File: src/rtl/wws_pkg.sv
// Wind window statistics: shared sizes, request codes, controller states
// and the command/status bundles between controller and datapath.
// No dependencies.
package wws_pkg;

  localparam int WINDOW_DEPTH = 64;

  localparam int SLOT_W  = (WINDOW_DEPTH > 1) ? $clog2(WINDOW_DEPTH) : 1;
  localparam int CNT_W   = $clog2(WINDOW_DEPTH + 1);
  localparam int SUM_W   = 8 + CNT_W;
  localparam int DIVC_W  = $clog2(SUM_W + 1);

  localparam logic [7:0] INVALID_MARK  = 8'hFF;
  localparam logic [7:0] COUNT_MAX     = 8'd254;
  localparam logic [6:0] DIR_MAX       = 7'd100;
  localparam int         VALID_OUT_MAX = 127;

  typedef enum logic [1:0] {
    REQ_REV    = 2'd0,
    REQ_DIR    = 2'd1,
    REQ_STORE  = 2'd2,
    REQ_REPORT = 2'd3
  } req_t;

  typedef enum logic [2:0] {
    ST_IDLE,
    ST_SCAN,
    ST_SPD_LOAD,
    ST_SPD_DIV,
    ST_DIR_LOAD,
    ST_DIR_DIV,
    ST_RESULT
  } state_t;

  typedef struct packed {
    logic event_upd;   // apply a non-report request
    logic scan_start;
    logic scan_run;
    logic div_load;
    logic div_run;
    logic div_save;
    logic div_sel;     // 0 speed, 1 direction
    logic res_load;
  } cmd_t;

  typedef struct packed {
    logic scan_done;
    logic div_done;
  } status_t;

endpackage

File: src/rtl/wws_ctrl.sv
// Wind window statistics controller: sequences scan, two divisions and
// the result load, and owns both stream handshakes.
// Depends on wws_pkg.
module wws_ctrl (
  input  logic             clk,
  input  logic             rst,
  input  logic             s_axis_tvalid,
  output logic             s_axis_tready,
  input  logic [1:0]       s_axis_tuser,
  output logic             m_axis_tvalid,
  input  logic             m_axis_tready,
  output wws_pkg::cmd_t    cmd,
  input  wws_pkg::status_t status
);

  wws_pkg::state_t state;
  wws_pkg::state_t state_next;
  logic            accept;
  logic            out_free;

  assign s_axis_tready = (state == wws_pkg::ST_IDLE);
  assign accept        = s_axis_tvalid && s_axis_tready;
  assign out_free      = !m_axis_tvalid || m_axis_tready;

  always_ff @(posedge clk) begin
    if (rst) begin
      state <= wws_pkg::ST_IDLE;
    end else begin
      state <= state_next;
    end
  end

  always_comb begin
    state_next = state;
    unique case (state)
      wws_pkg::ST_IDLE: begin
        if (accept && (s_axis_tuser == wws_pkg::REQ_REPORT)) begin
          state_next = wws_pkg::ST_SCAN;
        end
      end
      wws_pkg::ST_SCAN: begin
        if (status.scan_done) begin
          state_next = wws_pkg::ST_SPD_LOAD;
        end
      end
      wws_pkg::ST_SPD_LOAD: state_next = wws_pkg::ST_SPD_DIV;
      wws_pkg::ST_SPD_DIV: begin
        if (status.div_done) begin
          state_next = wws_pkg::ST_DIR_LOAD;
        end
      end
      wws_pkg::ST_DIR_LOAD: state_next = wws_pkg::ST_DIR_DIV;
      wws_pkg::ST_DIR_DIV: begin
        if (status.div_done) begin
          state_next = wws_pkg::ST_RESULT;
        end
      end
      wws_pkg::ST_RESULT: begin
        if (out_free) begin
          state_next = wws_pkg::ST_IDLE;
        end
      end
      default: state_next = wws_pkg::ST_IDLE;
    endcase
  end

  always_comb begin
    cmd = '0;
    unique case (state)
      wws_pkg::ST_IDLE: begin
        cmd.event_upd  = accept && (s_axis_tuser != wws_pkg::REQ_REPORT);
        cmd.scan_start = accept && (s_axis_tuser == wws_pkg::REQ_REPORT);
      end
      wws_pkg::ST_SCAN:     cmd.scan_run = 1'b1;
      wws_pkg::ST_SPD_LOAD: cmd.div_load = 1'b1;
      wws_pkg::ST_SPD_DIV: begin
        cmd.div_run  = 1'b1;
        cmd.div_save = status.div_done;
      end
      wws_pkg::ST_DIR_LOAD: begin
        cmd.div_load = 1'b1;
        cmd.div_sel  = 1'b1;
      end
      wws_pkg::ST_DIR_DIV: begin
        cmd.div_run  = 1'b1;
        cmd.div_save = status.div_done;
        cmd.div_sel  = 1'b1;
      end
      wws_pkg::ST_RESULT:   cmd.res_load = out_free;
      default: cmd = '0;
    endcase
  end

  // Hold the result word until the sink takes it.
  always_ff @(posedge clk) begin
    if (rst) begin
      m_axis_tvalid <= 1'b0;
    end else if (cmd.res_load) begin
      m_axis_tvalid <= 1'b1;
    end else if (m_axis_tready) begin
      m_axis_tvalid <= 1'b0;
    end
  end

endmodule

File: src/rtl/wws_datapath.sv
// Wind window statistics datapath: period counters, the two ring memories,
// the scan accumulators, a shared restoring divider and the result register.
// Depends on wws_pkg.
module wws_datapath (
  input  logic             clk,
  input  logic             rst,
  input  logic [1:0]       req_type,
  input  logic [6:0]       direction_pct,
  input  wws_pkg::cmd_t    cmd,
  output wws_pkg::status_t status,
  output logic [31:0]      result
);

  localparam int SLOT_W = wws_pkg::SLOT_W;
  localparam int CNT_W  = wws_pkg::CNT_W;
  localparam int SUM_W  = wws_pkg::SUM_W;
  localparam int DIVC_W = wws_pkg::DIVC_W;

  logic [7:0]        speed_mem [wws_pkg::WINDOW_DEPTH];
  logic [6:0]        dir_mem   [wws_pkg::WINDOW_DEPTH];

  logic [SLOT_W-1:0] write_slot;
  logic [CNT_W-1:0]  fill;
  logic [7:0]        rev_count;
  logic [6:0]        cur_dir;

  logic [CNT_W-1:0]  scan_addr;
  logic              rd_vld;
  logic [7:0]        rd_speed;
  logic [6:0]        rd_dir;
  logic [SUM_W-1:0]  speed_sum;
  logic [SUM_W-1:0]  dir_sum;
  logic [7:0]        peak;

  logic [CNT_W-1:0]  rem;
  logic [SUM_W-1:0]  quo;
  logic [DIVC_W-1:0] div_cnt;
  logic [CNT_W:0]    shifted;
  logic [CNT_W:0]    diff;
  logic              fits;
  logic [7:0]        avg_speed;
  logic [6:0]        avg_dir;
  logic [6:0]        valid_out;

  // Entries fill in slot order, so the valid entries are slots 0..fill-1.
  always_ff @(posedge clk) begin
    if (rst) begin
      write_slot <= '0;
      fill       <= '0;
      rev_count  <= '0;
      cur_dir    <= '0;
    end else if (cmd.event_upd) begin
      case (req_type)
        wws_pkg::REQ_REV: begin
          if (rev_count < wws_pkg::COUNT_MAX) begin
            rev_count <= rev_count + 8'd1;
          end
        end
        wws_pkg::REQ_DIR: begin
          cur_dir <= (direction_pct > wws_pkg::DIR_MAX) ? wws_pkg::DIR_MAX : direction_pct;
        end
        wws_pkg::REQ_STORE: begin
          rev_count <= '0;
          if (write_slot == SLOT_W'(wws_pkg::WINDOW_DEPTH - 1)) begin
            write_slot <= '0;
          end else begin
            write_slot <= write_slot + SLOT_W'(1);
          end
          if (fill != CNT_W'(wws_pkg::WINDOW_DEPTH)) begin
            fill <= fill + CNT_W'(1);
          end
        end
        default: ;
      endcase
    end
  end

  always_ff @(posedge clk) begin
    if (cmd.event_upd && (req_type == wws_pkg::REQ_STORE)) begin
      speed_mem[write_slot] <= rev_count;
      dir_mem[write_slot]   <= cur_dir;
    end
    rd_speed <= speed_mem[scan_addr[SLOT_W-1:0]];
    rd_dir   <= dir_mem[scan_addr[SLOT_W-1:0]];
  end

  // Scan: issue one read a cycle and accumulate each word in the cycle after its read.
  always_ff @(posedge clk) begin
    if (rst) begin
      scan_addr <= '0;
      rd_vld    <= 1'b0;
    end else if (cmd.scan_start) begin
      scan_addr <= '0;
      rd_vld    <= 1'b0;
    end else if (cmd.scan_run) begin
      rd_vld <= (scan_addr != fill);
      if (scan_addr != fill) begin
        scan_addr <= scan_addr + CNT_W'(1);
      end
    end
  end

  always_ff @(posedge clk) begin
    if (cmd.scan_start) begin
      speed_sum <= '0;
      dir_sum   <= '0;
      peak      <= '0;
    end else if (cmd.scan_run && rd_vld) begin
      speed_sum <= speed_sum + SUM_W'(rd_speed);
      dir_sum   <= dir_sum + SUM_W'(rd_dir);
      if (rd_speed > peak) begin
        peak <= rd_speed;
      end
    end
  end

  assign status.scan_done = (scan_addr == fill) && !rd_vld;

  // Restoring division of the selected sum by the fill count, one bit a cycle.
  assign shifted = {rem, quo[SUM_W-1]};
  assign fits    = shifted >= {1'b0, fill};
  assign diff    = shifted - {1'b0, fill};

  always_ff @(posedge clk) begin
    if (rst) begin
      div_cnt <= '0;
    end else if (cmd.div_load) begin
      div_cnt <= DIVC_W'(SUM_W);
    end else if (cmd.div_run && (div_cnt != '0)) begin
      div_cnt <= div_cnt - DIVC_W'(1);
    end
  end

  always_ff @(posedge clk) begin
    if (cmd.div_load) begin
      rem <= '0;
      quo <= cmd.div_sel ? dir_sum : speed_sum;
    end else if (cmd.div_run && (div_cnt != '0)) begin
      rem <= fits ? diff[CNT_W-1:0] : shifted[CNT_W-1:0];
      quo <= {quo[SUM_W-2:0], fits};
    end
  end

  assign status.div_done = (div_cnt == '0);

  always_ff @(posedge clk) begin
    if (cmd.div_save) begin
      if (cmd.div_sel) begin
        avg_dir <= (fill == '0) ? 7'd0 : quo[6:0];
      end else begin
        avg_speed <= (fill == '0) ? 8'd0 : quo[7:0];
      end
    end
  end

  always_comb begin
    if (32'(fill) > 32'(wws_pkg::VALID_OUT_MAX)) begin
      valid_out = 7'(wws_pkg::VALID_OUT_MAX);
    end else begin
      valid_out = 7'(fill);
    end
  end

  always_ff @(posedge clk) begin
    if (cmd.res_load) begin
      result <= {2'b00, valid_out, avg_dir, peak, avg_speed};
    end
  end

endmodule

File: src/rtl/wind_window_stats.sv
// Wind window statistics top level: controller plus datapath.
// Depends on wws_pkg, wws_ctrl and wws_datapath.
//
//  channel  dir  handshake              contents
//  s_axis   in   s_axis_tvalid/tready   tuser: req_type; tdata: direction_pct
//  m_axis   out  m_axis_tvalid/tready   tdata: speed/direction report
//
// Revolution, direction and store requests are applied on acceptance and leave the controller idle.
// A report scans the fill stored periods (up to 64), one ring read per cycle,
// then runs two bit-serial divisions of the SUM_W-bit (15-bit) sums through
// the single shared divider.
// Reset clears the counters and the fill count; ring contents need no clear.
// The report word waits in the output register; requests are taken meanwhile,
// and a following report is computed but then holds the input off until that
// word is taken.
module wind_window_stats (
  input  logic        clk,
  input  logic        rst,
  input  logic        s_axis_tvalid,
  output logic        s_axis_tready,
  input  logic [7:0]  s_axis_tdata,   // [6:0] direction_pct, [7] zero
  input  logic [1:0]  s_axis_tuser,   // [1:0] req_type
  output logic        m_axis_tvalid,
  input  logic        m_axis_tready,
  output logic [31:0] m_axis_tdata    // [7:0] avg_speed_count, [15:8] peak_speed_count,
                                      // [22:16] avg_direction_pct, [29:23] valid_periods
);

  wws_pkg::cmd_t    cmd;
  wws_pkg::status_t status;

  wws_ctrl u_ctrl (
    .clk           (clk),
    .rst           (rst),
    .s_axis_tvalid (s_axis_tvalid),
    .s_axis_tready (s_axis_tready),
    .s_axis_tuser  (s_axis_tuser),
    .m_axis_tvalid (m_axis_tvalid),
    .m_axis_tready (m_axis_tready),
    .cmd           (cmd),
    .status        (status)
  );

  wws_datapath u_datapath (
    .clk           (clk),
    .rst           (rst),
    .req_type      (s_axis_tuser),
    .direction_pct (s_axis_tdata[6:0]),
    .cmd           (cmd),
    .status        (status),
    .result        (m_axis_tdata)
  );

endmodule
File: config.mk
export PLATFORM = sky130hd
export DESIGN_NAME = wind_window_stats
export DESIGN_NICKNAME = d
export VERILOG_FILES = /design/src/rtl/wws_pkg.sv /design/src/rtl/wws_ctrl.sv /design/src/rtl/wws_datapath.sv /design/src/rtl/wind_window_stats.sv
export SDC_FILE = /design/constraint.sdc
export NUM_CORES = 1
export LEC_CHECK = 0
export BUFFER_PORTS_ARGS = -buffer_cell sky130_fd_sc_hd__buf_2
export CAP_MARGIN = 10
export CORE_MARGIN = 3
export CORE_UTILIZATION = 35
export CTS_CLUSTER_SIZE = 30
export DETAILED_ROUTE_END_ITERATION = 6
export HOLD_SLACK_MARGIN = 0.12
export PLACE_DENSITY = 0.51
export SLEW_MARGIN = 40
export SYNTH_ARGS = -nofsm -noshare
export SYNTH_HDL_FRONTEND = slang
export SYNTH_SLANG_ARGS = --single-unit
File: constraint.sdc
create_clock -name clk -period 3.06 [get_ports clk]
set_input_delay 0.306 -clock clk [delete_from_list [all_inputs] [get_ports clk]]
set_output_delay 0.306 -clock clk [all_outputs]
set_load 0.01 [all_outputs]
==> metrics, run 1 <==
vias in the first global route 24500; Cell variety after synth 71; Max-slew headroom 42.3%; PD cells 649 nW/µm²; synth warn 0; Clk Tree Root Cell clkbuf_16; ys flop type edfxtp_1; cell depth of the worst setup path 6; final wirelength around 110000 µm; Setup Viol. Count Final 0; synthesized cell area 44400 µm²; Initial DRC Count about 2200; Mapped Avg Cell Area 18.1 µm²; Final Wtd Congestion 0.824; final worst-path setup slack between 0.1 and 0.15 ns; Max Fclk 0.343 GHz; peak supply drop 0.000427 V; Tot GR Track Use 17.1%; Worst Setup SP u_ctrl.state[2]; worst reg2reg path depth 6; Setup TNS 0 ns; antenna violations before repair 4; area grow syn2layout 17.8%; largest stage delay on the critical path just under 0.6 ns; Crit path top cell by count dlygate4sd3_1; Final HPWL DP 71500 µm; Final nets 2785; Setup WS pre-CTS 0.228 ns; Arr. time, crit path approximately 3.5 ns; worst-margin pin slew 0.856 ns; CTS tree yes; IO buf count 44; post-route ant nets 0; Num CTS Buffers 117; DR vias between 20000 and 25000; grt ovf 0; number of synthesized flops with an enable pin a little over 1000; Die Ht 362 µm; sequential area share after synthesis 73.6%; CP required between 3 and 4 ns; Final Hold Fails 0; hold path startpoint s_axis_tvalid; crit end category flip-flop; DP Area 48200 µm²; fin. max-slew vios 0; Post-synth ARST share 0%; largest net degree at the start of global routing 69; full die area 131000 µm²; Num Clock Sinks ~1100; WHS Path Cells 5; first-pass GRT wire length 166000 µm; layout cell share with drive strength beyond 1 between 20 and 30%; crit-path max FO 7; effective utilization at floorplan 35.3%; worst clock skew 0.0306 ns; number of H-tree levels 3; Longest Clk Path Bufs 3; Layout Utilization 41.6%; Cells after Synth 2449; Worst-path clk slew 0.06 ns; IO Pins between 40 and 50; Synth Register Bits 1124; launching point of the worst reg2reg path u_ctrl.state[2]; Crit path buffers/inverters 2; min cycle time layout 2.91 ns; Hold WS 0.298 ns; period utilization a little over nine tenths; CP cell instances or4b_1 > a311oi_2 > mux2i_1 > dlygate4sd3_1 > nor2_1 > dlygate4sd3_1; Resize count post-CTS 0; Initial DRT Pass Iterations 6; CP top delay family buffers and inverters; core area roughly 130000 µm²; RSZ-0062 raised after global routing false; max cap viols 0; Via density 5.28; Worst-Skew Late Latency 0.70 ns; WL per Instance between 20 and 30 µm; Die Width 362 µm; Worst path slowest cell or4b_1; Lkg Pwr 17.3 nW; crit path kind reg -> reg; ANT cells 0; drt drc 0; Core Rows 130; startpoint types flip-flop; min-delay worst type in -> reg; status finished clean; cell area after layout around 52000 µm²
[Yosys cell counts, types with 25 or more instances]
master | n | share of area, %
edfxtp_1 | 1020 | 69
mux4_2 | 214 | 11
nor2_1 | 160 | 1.4
nand2_1 | 109 | 0.92
dfxtp_1 | 104 | 4.7
mux2i_1 | 75 | 1.7
o21ai_0 | 73 | 0.82
clkbuf_1 | 64 | 0.54
a21oi_1 | 61 | 0.69
nand3_1 | 49 | 0.55
ha_1 | 36 | 1.0
inv_1 | 35 | 0.30
a22o_1 | 33 | 0.65
nor3_1 | 29 | 0.33
xor2_1 | 28 | 0.55
buf_2 | 27 | 0.30
nor2b_1 | 25 | 0.35
[registers in the layout, summed over array words and instances (netlist names), 8 cells and up]
name and flops:
u_datapath.dir_mem 448, u_datapath.avg_speed 8, u_datapath.quo 15, u_datapath.dir_sum 15, u_datapath.result 30, u_datapath.peak 8, u_datapath.rev_count 8, u_datapath.speed_sum 15
u_datapath.speed_mem 512, u_datapath.rd_speed 8
[cells by family (layout without fill, tap and decap cells)]
kind of cell | after synthesis | in the layout | synth area share [%]
other cells | 1 | 2 | 0.00844
xor+xnor | 47 | 47 | 0.960
compound gates | 319 | 319 | 4.82
flops | 1124 | 1124 | 73.6
mux | 303 | 303 | 12.9
buf+inv | 164 | 551 | 1.77
simple gates | 452 | 452 | 4.77
fa+ha+maj | 39 | 39 | 1.15
[layout by cell type, fill, tap and decap left out, types with 33 or more instances in the layout]
cell       instances
a21oi_1           61
a22o_1            33
buf_2             44
buf_4            196
clkbuf_16        120
dfxtp_1           84
edfxtp_1        1020
ha_1              36
inv_1             35
mux2i_1           75
mux4_2           214
nand2_1          109
nand3_1           49
nor2_1           159
o21ai_0           73
[what timing repair did]
action | 4_1_cts | 5_1_grt
hold buffers | 18 | 0
hold endpoints to repair | 21 | 0
setup buffers | 0 | 0
setup endpoints to repair | 0 | 0
[metrics by stage]
| stage | power, W | std cells |
|---|---|---|
| after CTS | 0.0344 | 4487 |
| after global routing | 0.0353 | 4487 |
| after detailed placement | 0.0200 | 4245 |
| final | 0.0340 | 4487 |
| after floorplan | 0.0191 | 2450 |
| after global placement | 0.0199 | 4245 |
[metal layers]
metal	vias to the layer above	wire, µm	track usage (%)
met5	-	7	0
met4	2	3190	5.52
met3	146	7480	3.50
met2	681	54700	28.2
met1	12400	47100	22.8
li1	10400	-	-
[worst paths after layout]
check	end	slack [ns]
setup / recovery	u_datapath.rev_count[0]	0.15
hold / removal	u_datapath.cur_dir[5]	0.30
setup reg to reg	u_datapath.rev_count[0]	0.15
hold reg to reg	u_datapath.result[21]	0.42
[worst register-to-register path: stages (launching register included)]
cell	delay [ns]
dfxtp_1	0.31
or4b_1	0.59
a311oi_2	0.48
mux2i_1	0.24
dlygate4sd3_1	0.57
nor2_1	0.04
dlygate4sd3_1	0.57
[layout make-up]
type | count | area (µm²)
flip-flops and latches | 1124 | 32800
multi-input cells | 1162 | 11000
clock buffers | 154 | 3190
clock inverters | 70 | 729
well taps | 1650 | 2060
repair buffers | 291 | 2490
inverters | 36 | 135
fillers | 11200 | 73600
[report_power, final]
part | internal [W] | total, W | switching [W]
Clock | 0.00850 | 0.0143 | 0.00584
Combinational | 0.00101 | 0.00233 | 0.00132
Sequential | 0.0170 | 0.0173 | 0.000284
No activity file was read; power rests on OpenSTA's default activity.
==> run 2, diff against run 1 <==
--- a/config.mk
+++ b/config.mk
@@ -9,10 +9,11 @@
 export CAP_MARGIN = 10
 export CORE_MARGIN = 3
 export CORE_UTILIZATION = 35
-export CTS_CLUSTER_SIZE = 30
+export CTS_CLUSTER_SIZE = 12
 export DETAILED_ROUTE_END_ITERATION = 6
 export HOLD_SLACK_MARGIN = 0.12
 export PLACE_DENSITY = 0.51
+export REMOVE_ABC_BUFFERS = 1
 export SLEW_MARGIN = 40
 export SYNTH_ARGS = -nofsm -noshare
 export SYNTH_HDL_FRONTEND = slang
==> metrics, run 2 (synthesis results as in run 1) <==
Comb power frac under 10%; final wirelength 114000 µm; Setup Viol. Count Final 0; Sequential Power Share 52.5%; max cap viols 0; Max-slew headroom 44.4%; Worst-path clk slew approximately 0.06 ns; Top Metal Used met4; Via density 5.31; DP Area 48600 µm²; Clk Tree Root Cell clkbuf_16; max reg flops between 500 and 600; Initial DRT Pass Iterations 5; DR vias ~24000; Arr. time, crit path 3.57 ns; Worst path slowest cell dfxtp_2; Initial DRC Count 1942; multi-input combinational cell area 11000 µm²; core area 126000 µm²; Layout Utilization 41.6%; cell depth of the worst setup path 6; status finished clean; register area 32700 µm²; cell area after layout between 50000 and 60000 µm²; Die Ht 362 µm; largest stage delay on the critical path approximately 0.67 ns; Lkg Pwr 17.1 nW; CP required between 3 and 4 ns; DRT met1 WL 49500 µm; full die area 131000 µm²; min cycle time layout 2.91 ns; Fillers 11300; IO buf count 44; CP top delay family compound AO/OA/AOI/OAI gates; peak supply drop roughly 0.00051 V; Final nets approximately 2800; area grow syn2layout 17.9%; CTS tree yes; Crit path buffers/inverters 2; CP cell instances buf_4 > and2_1 > buf_4 > a211oi_1 > a211oi_1 > a22o_1; grt ovf 0; R2R Setup Slk approximately 0.15 ns; Clock Power Share 40.4%; Placed Cells 4249; worst-margin pin slew 0.834 ns; Longest Clk Path Bufs 3; crit-path max FO 15; crit path kind reg -> reg; vias in the first global route 24200; fin. max-slew vios 0; antenna violations before repair 2; Num Clock Sinks ~1100; Largest regs u_datapath.speed_mem x512, u_datapath.dir_mem x448, u_datapath.result x30; layout cell share with drive strength beyond 1 24.6%; Final Wtd Congestion 0.834; Num CTS Buffers roughly 120; number of H-tree levels 3; Biggest register u_datapath.speed_mem; worst reg2reg path depth 6; startpoint types flip-flop; Layout Cells excl Fill 4476; largest net degree at the start of global routing 69; most frequent cells in the layout edfxtp_1, mux4_2, buf_4; IO Pins 48; post-route ant nets 0; first-pass GRT wire length about 170000 µm; internal power 0.0255 W; Tot GR Track Use 17.3%; Final HPWL DP 73300 µm; Core Rows 130; crit end category flip-flop; met2 wire len 55400 µm; WHS Path Cells 4; P_sw 0.00742 W; post-CTS setup buffers 0; Die Width around 360 µm; drt drc 0; Max Fclk 0.344 GHz; worst clock skew 0.0495 ns; effective utilization at floorplan 35.3%; PD cells approximately 630 nW/µm²; WL per Instance around 26 µm; period utilization 95.1%; Final Hold Fails 0; sw frac about 23%; commonest non-fill, non-tap cell in the layout edfxtp_1; min-delay worst type in -> reg; RSZ-0062 raised after global routing false; Worst-Skew Late Latency 0.74 ns; met3 WL 6260 µm
==> run 2: cell types whose count changed in the layout (fill, tap and decap cells not counted), sizes merged <==
cell / delta
clkinvlp: -1
clkbuf: +5
clkinv: -10
buf: +4
dlygate4sd3: +1
inv: -2
diode: +2
bufinv: -10
==> run 2: power groups by stage <==
stage          logic [W]  registers (W)  clock network, W
2_1_floorplan    0.00152         0.0177                 0
3_3_place_gp     0.00222         0.0176                 0
3_5_place_dp     0.00231         0.0176                 0
4_1_cts          0.00235         0.0173            0.0137
5_1_grt          0.00258         0.0173            0.0143
6_report         0.00232         0.0173            0.0133
==> run 2: final cells by class <==
type / count / area share [%]
Clock inverter: 47 / 0.788
Antenna cell: 2 / 0.00956
Clock buffer: 159 / 6.01
Timing Repair Buffer: 296 / 5.55
Multi-Input combinational cell: 1162 / 20.9
Tap cell: 1650 / 3.94
Sequential cell: 1124 / 62.5
Inverter: 36 / 0.258
==> run 2: stage by stage <==
| step | TNS [ns] | hold slack [ns] | total power (W) | setup slack [ns] |
|---|---|---|---|---|
| 3_5_place_dp | 0 | 0.405 | 0.0199 | 0.0131 |
| 4_1_cts | 0 | 0.150 | 0.0333 | 0.198 |
| 2_1_floorplan | -228.99 | 0.375 | 0.0192 | -9.12 |
| 5_1_grt | 0 | 0.248 | 0.0342 | 0.0533 |
| 3_3_place_gp | 0 | 0.406 | 0.0198 | 0.0895 |
| 6_report | 0 | 0.241 | 0.0329 | 0.151 |
==> run 2: worst paths after layout <==
check	startpoint	to
worst min register to register	u_datapath.avg_speed[0]	u_datapath.result[0]
worst max-delay path	u_datapath.scan_addr[3]	u_datapath.rd_speed[5]
worst max register to register	u_datapath.scan_addr[3]	u_datapath.rd_speed[5]
worst min-delay path	s_axis_tvalid	u_datapath.cur_dir[3]
==> run 2: what timing repair did <==
item | CTS | global route
hold buffers | 19 | 0
endpoints found under the setup margin | 1 | 0
resized for setup | 1 | 0
hold endpoints to repair | 40 | 0
==> run 2: metal layers <==
| metal | global-route usage (%) | up-vias |
|---|---|---|
| met4 | 5.04 | 0 |
| li1 | - | 10400 |
| met5 | 0 | - |
| met2 | 28.5 | 675 |
| met3 | 2.99 | 161 |
| met1 | 23.8 | 12500 |
==> run 2: tightest hold or removal path, delay by kind of cell <==
| family | cells | cell delay, ns |
|---|---|---|
| AOI/OAI and AO/OA | 1 | 0.12 |
| buffers and inverters | 1 | 0.13 |
| and+or+nand+nor | 2 | 0.38 |
==> run 3, diff against run 2 <==
==> constraint.sdc (replaced) <==
create_clock -name clk -period 2.6 [get_ports clk]
set_input_delay 0.26 -clock clk [delete_from_list [all_inputs] [get_ports clk]]
set_output_delay 0.26 -clock clk [all_outputs]
set_load 0.01 [all_outputs]
==> metrics, run 3 (synthesis results as in run 1) <==
status finished clean; Largest regs u_datapath.speed_mem x512, u_datapath.dir_mem x448, u_datapath.result x30; CTS tree yes; Sequential Power Share 51.5%; Longest Clk Path Bufs 3; crit path kind reg -> reg; final worst-path setup slack 0.0333 ns; Worst-path clk slew about 0.06 ns; Worst-Skew Late Latency 0.73 ns; antenna violations before repair 4; Final HPWL DP 75500 µm; crit end category flip-flop; final wirelength about 120000 µm; Final nets 2871; vias in the first global route 24600; Clock Power Share 41.0%; worst reg2reg path depth 9; crit-path max FO 11; number of H-tree levels 3; post-route ant nets 0; effective utilization at floorplan a little over a third; reg-to-reg endpoint u_datapath.rd_speed[5]; Comb power frac 7.5%; crit path to u_datapath.rd_speed[5]; Setup WS pre-CTS -0.191 ns; DR vias 24300; Num Clock Sinks around 1100; Initial DRC Count 2139; Arr. time, crit path 3.18 ns; Num CTS Buffers 117; min cycle time layout around 2.6 ns; PD cells 734 nW/µm²; startpoint types flip-flop; WL per Instance 26.0 µm; Max-slew headroom 42.7%; largest net degree at the start of global routing 68; commonest non-fill, non-tap cell in the layout edfxtp_1; Final Wtd Congestion 0.832; worst clock skew 0.0279 ns; Lkg Pwr 17.8 nW; CP required 3.21 ns; WHS Path Cells 6; peak supply drop 0.000543 V; first-pass GRT wire length 171000 µm; drt drc 0; max reg flops 512; full die area between 100000 and 150000 µm²; layout cell share with drive strength beyond 1 28.6%; internal power 0.0307 W; most frequent cells in the layout edfxtp_1, mux4_2, buf_4; Setup Viol. Count Final 0; RSZ-0062 raised after global routing true; Die Ht approximately 360 µm; Tot GR Track Use 17.8%; fin. max-slew vios 0; Max Fclk roughly 0.4 GHz; Die Width 362 µm; Via density roughly 5.3; IO Pins 48; launching point of the worst reg2reg path u_datapath.scan_addr[0]; IO buf count 44; Hold WS 0.228 ns; worst-margin pin slew 0.859 ns; P_sw 0.00875 W; period utilization 98.7%; area grow syn2layout 21.1%; Biggest register u_datapath.speed_mem; max cap viols 0; Core Rows 130; Worst Setup SP u_datapath.scan_addr[0]; Initial DRT Pass Iterations 5; sw frac between 20% and 30%; R2R Setup Slk between 0.03 and 0.04 ns; Clk Tree Root Cell clkbuf_16; core area 126000 µm²; Design Power just under 0.04 W; Final Hold Fails 0; min-delay worst type in -> reg; grt ovf 0
[run 3: cell count changes in the layout (fill, tap and decap cells not counted), sizes merged]
cell      delta
clkinvlp     -4
inv          +1
buf         +80
clkinv       -2
bufinv       +4
clkbuf       +7
[run 3: timing repair]
| item | 4_1_cts | 5_1_grt |
|---|---|---|
| setup endpoints to repair | 139 | 417 |
| hold buffers | 19 | 0 |
| cloned | 3 | 1 |
| resized for setup | 19 | 69 |
| pin swaps | 1 | 5 |
| setup buffers | 6 | 11 |
| endpoints found under the hold margin | 37 | 0 |
[run 3: how the worst min path moves through the flow]
stage | start | to | slack, ns
after detailed placement | u_datapath.avg_speed[7] | u_datapath.result[7] | 0.41
final | s_axis_tvalid | u_datapath.dir_sum[6] | 0.23
after CTS | s_axis_tvalid | u_datapath.dir_sum[6] | 0.17
after global routing | s_axis_tvalid | u_datapath.dir_sum[6] | 0.26
after global placement | u_datapath.avg_speed[7] | u_datapath.result[7] | 0.41
after floorplan | rst | u_ctrl.state[1] | 0.33
[run 3: power by group through the flow]
| stage | Clock (W) | Combinational [W] | Sequential, W |
|---|---|---|---|
| after detailed placement | 0 | 0.00281 | 0.0207 |
| after global routing | 0.0173 | 0.00327 | 0.0204 |
| final | 0.0162 | 0.00295 | 0.0204 |
| after floorplan | 0 | 0.00179 | 0.0208 |
| after global placement | 0 | 0.00272 | 0.0207 |
| after CTS | 0.0166 | 0.00291 | 0.0204 |
[run 3: metrics by stage]
step / util [%] / instance area, µm² / setup TNS [ns] / cells
after detailed placement: 39.2 / 49300 / -2.22 / 4309
after global placement: 39.2 / 49300 / -3.46 / 4309
after floorplan: - / 43800 / -519.13 / 2322
after CTS: 42.4 / 53400 / -0.00209 / 4548
after global routing: 42.7 / 53800 / -0.154 / 4560
final: 42.7 / 53800 / 0 / 4562
[run 3: worst max-delay path, cell delays in order, from the launching register on]
cell,delay [ns]
dfxtp_4,0.42
buf_12,0.16
buf_12,0.12
buf_16,0.15
mux4_2,0.50
a22o_1,0.28
o21ai_0,0.18
buf_4,0.17
o21ai_0,0.19
a22o_1,0.29
[run 3: area by class of cell]
cell class                      instances  area, µm²
Clock buffer                          165       3230
Inverter                               36        135
Multi-Input combinational cell       1162      11200
Clock inverter                         46        449
Antenna cell                            2       5.00
Tap cell                             1650       2060
Sequential cell                      1124      32700
Fill cell                           11100      72100
Timing Repair Buffer                  377       4010
[run 3: metal layers]
metal,vias up,part of all wire (%),GRT usage [%]
met3,171,5.1,2.65
met2,710,49,29.2
met4,0,2.7,5.15
met5,-,0,0
li1,10600,-,-
met1,12800,44,24.8
